File: src/hdl/ias_pkg.sv
// Shared types and constants of the icon animation sequencer.
// No dependencies; ias_word_mem, ias_step and the top level import this package.
`timescale 1ns / 1ps

package ias_pkg;

    // Sizing of the per-icon sequence store.
    localparam int NUM_ICONS = 64;
    localparam int SEQ_LEN   = 64;
    localparam int SLOT_W    = $clog2(NUM_ICONS);
    localparam int POS_W     = $clog2(SEQ_LEN);
    localparam int ADDR_W    = SLOT_W + POS_W;

    // Field widths of the beats.
    localparam int CMD_W  = 2;
    localparam int WORD_W = 16;
    localparam int CNT_W  = 8;
    localparam int PAL_W  = 3;
    localparam int BMP_W  = 3;
    localparam int FLIP_W = 2;

    // Special sequence words.
    localparam logic [WORD_W-1:0] STILL_CUR_WORD = 16'h0001;
    localparam logic [WORD_W-1:0] STILL_NXT_WORD = 16'h0100;
    localparam logic [WORD_W-1:0] EMPTY_WORD     = 16'h0000;

    // Command codes; the fourth code is unused and changes nothing.
    typedef enum logic [CMD_W-1:0] {
        CMD_LOAD  = 2'd0,
        CMD_CLEAR = 2'd1,
        CMD_TICK  = 2'd2
    } t_cmd;

    // Playback state of one icon slot, including the written flags of its words.
    typedef struct packed {
        logic [SEQ_LEN-1:0] written;
        logic [POS_W-1:0]   pos;
        logic [CNT_W-1:0]   count;
        logic [PAL_W-1:0]   palette;
        logic [BMP_W-1:0]   bitmap;
        logic [FLIP_W-1:0]  flip;
    } t_slot_state;

endpackage

File: src/hdl/ias_step.sv
// Next-state logic of one icon slot for a load, clear or tick command.
// Depends on ias_pkg for the slot state type and the command codes.
`timescale 1ns / 1ps

module ias_step (
    input  logic [ias_pkg::CMD_W-1:0]   i_cmd,
    input  logic [ias_pkg::POS_W-1:0]   i_entry_index,
    input  ias_pkg::t_slot_state        i_state,
    input  logic [ias_pkg::WORD_W-1:0]  i_cur_word,
    input  logic [ias_pkg::WORD_W-1:0]  i_nxt_word,
    output ias_pkg::t_slot_state        o_state,
    output logic                        o_animated
);
    import ias_pkg::*;

    t_cmd             cmd;
    logic             still;
    logic [CNT_W:0]   count_inc;
    logic             advance;
    logic [POS_W:0]   pos_inc;
    logic             wrap;

    assign cmd = t_cmd'(i_cmd);

    // A word of delay one followed by a bare bitmap word marks a still icon.
    assign still = (i_cur_word == STILL_CUR_WORD) && (i_nxt_word == STILL_NXT_WORD);

    // The count is bumped first and then compared, so delays 0 and 1 both step each tick.
    assign count_inc = {1'b0, i_state.count} + (CNT_W + 1)'(1);
    assign advance   = count_inc >= {1'b0, i_cur_word[CNT_W-1:0]};

    // Stepping off the last word or onto an empty word returns to the start.
    assign pos_inc = {1'b0, i_state.pos} + (POS_W + 1)'(1);
    assign wrap    = (pos_inc >= (POS_W + 1)'(SEQ_LEN)) || (i_nxt_word == EMPTY_WORD);

    // Command decode.
    always_comb begin
        o_state    = i_state;
        o_animated = 1'b0;
        unique case (cmd)
            CMD_LOAD: begin
                o_state.written[i_entry_index] = 1'b1;
                o_state.pos                    = '0;
            end
            CMD_CLEAR: begin
                o_state.written = '0;
                o_state.pos     = '0;
            end
            CMD_TICK: begin
                if (still) begin
                    o_state.palette = '0;
                    o_state.bitmap  = '0;
                    o_state.flip    = '0;
                end else begin
                    o_animated      = 1'b1;
                    o_state.palette = i_cur_word[13:11];
                    o_state.bitmap  = i_cur_word[10:8];
                    o_state.flip    = i_cur_word[15:14];
                    if (advance) begin
                        o_state.count = '0;
                        o_state.pos   = wrap ? '0 : pos_inc[POS_W-1:0];
                    end else begin
                        o_state.count = count_inc[CNT_W-1:0];
                    end
                end
            end
            default: begin
            end
        endcase
    end

endmodule

File: config.mk
export PLATFORM = sky130hd
export DESIGN_NAME = ias_step
export DESIGN_NICKNAME = d
export VERILOG_FILES = /design/src/hdl/ias_pkg.sv /design/src/hdl/ias_step.sv
export SDC_FILE = /design/constraint.sdc
export NUM_CORES = 1
export LEC_CHECK = 0
export BUFFER_PORTS_ARGS = -buffer_cell sky130_fd_sc_hd__buf_2
export CORE_AREA = 2 2 82 84
export DETAILED_ROUTE_END_ITERATION = 7
export DIE_AREA = 0 0 84 86
export PLACE_DENSITY = 0.69
export SLEW_MARGIN = 30
export SYNTH_ARGS = -nofsm -noshare
export SYNTH_HDL_FRONTEND = slang
export SYNTH_SLANG_ARGS = --single-unit
File: constraint.sdc
create_clock -name vclk -period 7.6
set_input_delay 0.76 -clock vclk [all_inputs]
set_output_delay 0.76 -clock vclk [all_outputs]
set_load 0.05 [all_outputs]
==> impl_metrics.env, run 1 <==
export IMPL_fin_ws_ns=3.14
export IMPL_postCtsSetupBuffers=0
export IMPL_fp_dieH_um=86
export IMPL_yosys_area_top_type="a22o_1"
export IMPL_fin_crit_sh_pct=58.6
export IMPL_rsz0062_at_grt="no"
export IMPL_timing_final_crit_period_ns=4.46
export IMPL_avgSynthCellArea_um2=6.16
export IMPL_seqPwrFrac_pct=0
export IMPL_area_growth_pct=65.1
export IMPL_fill_cells=678
export IMPL_cts_hold_buf=0
export IMPL_num_rows=29
export IMPL_clkPwrFrac_pct=0
export IMPL_initial_utilization_pct=27.3
export IMPL_slew_headroom_pct=39.7
export IMPL_drive_gt1_share_pct=48.9
export IMPL_synthDistinctLibCells=44
export IMPL_grt_first_pass_wirelength_um=12500
export IMPL_avgViaCountPerCell=5.30
export IMPL_end_kind="output pin"
export IMPL_vias=2931
export IMPL_drc_errors=0
export IMPL_swShare_pct=71.0
export IMPL_fp_dieW_um=84
export IMPL_final_hold_violation_count=0
export IMPL_yosysTopAreaCellShare_pct=16.4
export IMPL_drv_cap=0
export IMPL_portBuffers=213
export IMPL_intPower_uw=79.3
export IMPL_regArea_um2=0
export IMPL_drtIter0Drc=70
export IMPL_nNetsFinal=614
export IMPL_grt_pass1_vias=2701
export IMPL_worstHoldPathType="primary input to output pin"
export IMPL_yosysWarnings=0
export IMPL_floorplan_die_area_um2=7220
export IMPL_netlist_instances=278
export IMPL_post_route_util_pct=45.0
export IMPL_route_detailed_wl_per_inst_um=15.1
export IMPL_nClkBuffers=0
export IMPL_gp_congestion=0.928
export IMPL_placed_cell_area_um2=2820
export IMPL_tightestPinTransition_ns=0.898
export IMPL_drtPass1Iterations=4
export IMPL_p_switching_uw=194
export IMPL_yosysSeqAreaShare_pct=0
export IMPL_synthTopCellsByArea="a22o_1 (16%), nand2_1 (9.4%), o21ai_0 (8.2%)"
export IMPL_clock_fmax_ghz=0.224
export IMPL_setup_tns_ns=0
export IMPL_synth_area_um2=1710
export IMPL_ctsResizeCount=0
export IMPL_postLayoutCellArea_um2=2830
export IMPL_status="finished, final reports clean"
export IMPL_crit_path_max_fanout=9
export IMPL_coreArea_um2=6280
export IMPL_dp_final_hpwl_um=7170
export IMPL_io_pins=213
export IMPL_layout_common_cells="buf_2 (213), nand2_1 (43), nor2_1 (32), a22o_1 (32), o21ai_0 (28)"
export IMPL_p_comb_share_pct=100.0
export IMPL_cp_arrival_ns=3.70
export IMPL_grt_usage_pct=20.4
export IMPL_antenna_found_initial=0
export IMPL_setup_viol=0
export IMPL_layout_commonest_cell="buf_2"
export IMPL_design_seq_count=0
export IMPL_ant_nets=0
export IMPL_synth_nets=414
export IMPL_grt_max_degree=50
export IMPL_powerDensity_nw_per_um2=96.7
export IMPL_place_ws_ns=3.16
export IMPL_grt_remaining_overflow=0
export IMPL_antenna_cells=0
export IMPL_drt_wl_total_um=8350
export IMPL_crit_path_start_kind="primary input"
export IMPL_peakVddDrop_mv=0.0792
export IMPL_required_ns=6.84
export IMPL_crit_type="primary input to output pin"
export IMPL_leakagePower_uw=0.00154
export IMPL_report_final_slew_viol_count=0
[critical path: stages]
cell and delay, ns:
buf_2 0.13, ha_1 0.24, nand3_2 0.15, nor2_4 0.18, xor2_1 0.09, ha_1 0.32
nand3_1 0.09, a21boi_0 0.33, a311oi_4 0.14, a211oi_4 0.45, o21ai_2 0.15, o32ai_1 0.35
buf_2 0.33
[power groups by stage]
stage | Sequential [uW] | Combinational, uW | Clock (uW)
2_1_floorplan | 0 | 190 | 0
3_3_place_gp | 0 | 271 | 0
3_5_place_dp | 0 | 273 | 0
4_1_cts | 0 | 274 | 0
5_1_grt | 0 | 289 | 0
6_report | 0 | 273 | 0
[synth_stat cells, types with 2 or more instances]
| master | n |
|---|---|
| nand2_1 | 43 |
| a22o_1 | 32 |
| nor2_1 | 32 |
| o21ai_0 | 28 |
| a21oi_1 | 18 |
| clkbuf_1 | 15 |
| nand3_1 | 12 |
| ha_1 | 10 |
| inv_1 | 8 |
| nor3_1 | 7 |
| a32o_1 | 6 |
| nor4_1 | 6 |
| nand2b_1 | 5 |
| nand3b_1 | 5 |
| nand4_1 | 5 |
| a21boi_0 | 3 |
| and3_1 | 3 |
| mux2_2 | 3 |
| nor3b_1 | 3 |
| o32ai_1 | 3 |
| or2_2 | 3 |
| xnor2_1 | 3 |
| xor2_1 | 3 |
| and3b_1 | 2 |
[routing by layer]
metal	up-vias	part of all wire (%)	global-route usage (%)
met5	-	0	0
met4	0	1.5	2.93
met3	14	8.4	2.98
met2	179	52	42.1
met1	1301	38	22.2
li1	1437	-	-
[path summary, 6_finish.rpt]
kind	start	end	cells past startpoint
worst min-delay path	i_state[81]	o_state[81]	4
worst max-delay path	i_state[8]	o_state[21]	13
[logic make-up after synthesis]
logic type	synth area share [%]
and+or+nand+nor	40.0
muxes	2.56
xor gates and xnor gates	3.07
adders and majority gates	7.30
AOI/OAI and AO/OA	41.2
buffers and inverters	5.92
[through the flow]
step | hold slack (ns) | total power [uW] | cells
2_1_floorplan | 1.82 | 190 | 278
3_3_place_gp | 1.92 | 271 | 553
3_5_place_dp | 1.92 | 273 | 553
4_1_cts | 1.92 | 274 | 553
5_1_grt | 1.95 | 289 | 553
6_report | 1.92 | 273 | 553
[area by class of cell]
cell class	instances	area, um2	share of cell area (%)
Tap cell	77	96.3	3.41
Inverter	9	33.8	1.19
Timing Repair Buffer	214	1070	38.0
Multi-Input combinational cell	253	1620	57.4
(Power assumes the default switching activity.)
==> inputs of run 2 (changes only) <==
--- a/config.mk
+++ b/config.mk
@@ -6,10 +6,10 @@
 export NUM_CORES = 1
 export LEC_CHECK = 0
 export BUFFER_PORTS_ARGS = -buffer_cell sky130_fd_sc_hd__buf_2
-export CORE_AREA = 2 2 82 84
+export CORE_AREA = 2 2 83 85
 export DETAILED_ROUTE_END_ITERATION = 7
-export DIE_AREA = 0 0 84 86
-export PLACE_DENSITY = 0.69
+export DIE_AREA = 0 0 85 87
+export PLACE_DENSITY = 0.68
 export SLEW_MARGIN = 30
 export SYNTH_ARGS = -nofsm -noshare
 export SYNTH_HDL_FRONTEND = slang
==> constraint.sdc (replaced) <==
create_clock -name vclk -period 4.3
set_input_delay 0.43 -clock vclk [all_inputs]
set_output_delay 0.43 -clock vclk [all_outputs]
set_load 0.05 [all_outputs]
==> impl_metrics.env, run 2 (synthesis gave the netlist of run 1 again) <==
export IMPL_design_seq_count=0
export IMPL_grt_remaining_overflow=0
export IMPL_drtIter0Drc=81
export IMPL_drive_gt1_share_pct=48.9
export IMPL_slew_headroom_pct=40.1
export IMPL_fp_dieH_um=87
export IMPL_post_route_util_pct=43.1
export IMPL_drt_wl_total_um=8310
export IMPL_gp_congestion=0.842
export IMPL_portBuffers=213
export IMPL_setup_viol=0
export IMPL_fin_crit_sh_pct=86.3
export IMPL_grt_pass1_vias=2579
export IMPL_report_final_slew_viol_count=0
export IMPL_fin_ws_ns=0.588
export IMPL_floorplan_die_area_um2=7400
export IMPL_placed_cells=556
export IMPL_antenna_cells=0
export IMPL_powerDensity_nw_per_um2=170
export IMPL_drv_cap=0
export IMPL_fp_dieW_um=85
export IMPL_clock_fmax_ghz=0.269
export IMPL_regArea_um2=0
export IMPL_worstHoldPathType="primary input to output pin"
export IMPL_layout_common_cells="buf_2 (213), nand2_1 (43), nor2_1 (32), a22o_1 (32), o21ai_0 (28)"
export IMPL_leakagePower_uw=0.00154
export IMPL_grt_usage_pct=20.1
export IMPL_rsz0062_at_grt="no"
export IMPL_nClkBuffers=0
export IMPL_drtPass1Iterations=5
export IMPL_timing_final_crit_period_ns=3.71
export IMPL_tightestPinTransition_ns=0.894
export IMPL_num_rows=30
export IMPL_coreArea_um2=6570
export IMPL_nNetsFinal=614
export IMPL_io_pins=213
export IMPL_status="finished, final reports clean"
export IMPL_postCtsSetupBuffers=0
export IMPL_crit_path_start_kind="primary input"
export IMPL_grt_first_pass_wirelength_um=12400
export IMPL_layout_commonest_cell="buf_2"
export IMPL_drc_errors=0
export IMPL_dp_final_hpwl_um=7090
export IMPL_setup_tns_ns=0
export IMPL_final_hold_violation_count=0
export IMPL_cp_arrival_ns=3.28
export IMPL_avgViaCountPerCell=5.26
export IMPL_peakVddDrop_mv=0.102
export IMPL_crit_type="primary input to output pin"
export IMPL_hold_ws_ns=1.26
export IMPL_required_ns=3.87
export IMPL_cts_hold_buf=0
export IMPL_route_detailed_wl_per_inst_um=14.9
export IMPL_ctsResizeCount=0
export IMPL_vias=2924
export IMPL_ant_nets=0
export IMPL_antenna_found_initial=0
export IMPL_place_ws_ns=0.655
export IMPL_initial_utilization_pct=26.1
export IMPL_area_growth_pct=65.3
export IMPL_grt_max_degree=50
export IMPL_final_cells=556
export IMPL_end_kind="output pin"
export IMPL_crit_path_max_fanout=9
[run 2: cell counts in the layout (fill, tap and decap cells not counted)]
No cell type changed its count.
[run 2: per-stage QoR]
step	area (um2)	total power [uW]
final	2830	480
after global routing	2830	511
after CTS	2820	481
after detailed placement	2820	480
after global placement	2820	475
after floorplan	1710	336
[run 2: worst paths after layout]
kind | cells after the start | endpoint | start
max | 13 | o_state[21] | i_state[8]
min | 4 | o_state[58] | i_state[58]
[run 2: worst max-delay path: stages]
cell and delay (ns):
buf_2 0.14, ha_1 0.25, nand3_2 0.15, nor2_4 0.18, xor2_1 0.09, ha_1 0.31
a21oi_1 0.07, a21boi_0 0.32, a311oi_4 0.14, a211oi_4 0.45, o21ai_2 0.14, o32ai_1 0.30
buf_2 0.31
[run 2: where the power goes]
part           leakage [uW]  total, uW  internal [uW]  switching [uW]
registers                 0          0              0               0
clock network             0          0              0               0
logic               0.00154        480            140             340
[run 2: final cells by class]
class	count	area (um2)
Inverter	9	33.8
Fill cell	704	3740
Timing Repair Buffer	214	1070
Tap cell	80	100
Multi-Input combinational cell	253	1620
[run 2: metal layers]
metal	GRT usage, %	wire length [um]	share of wire [%]	vias up
met4	2.16	76	0.91	0
li1	-	-	-	1440
met5	0	0	0	-
met2	41.0	4420	53	169
met3	2.56	736	8.9	8
met1	22.6	3070	37	1307
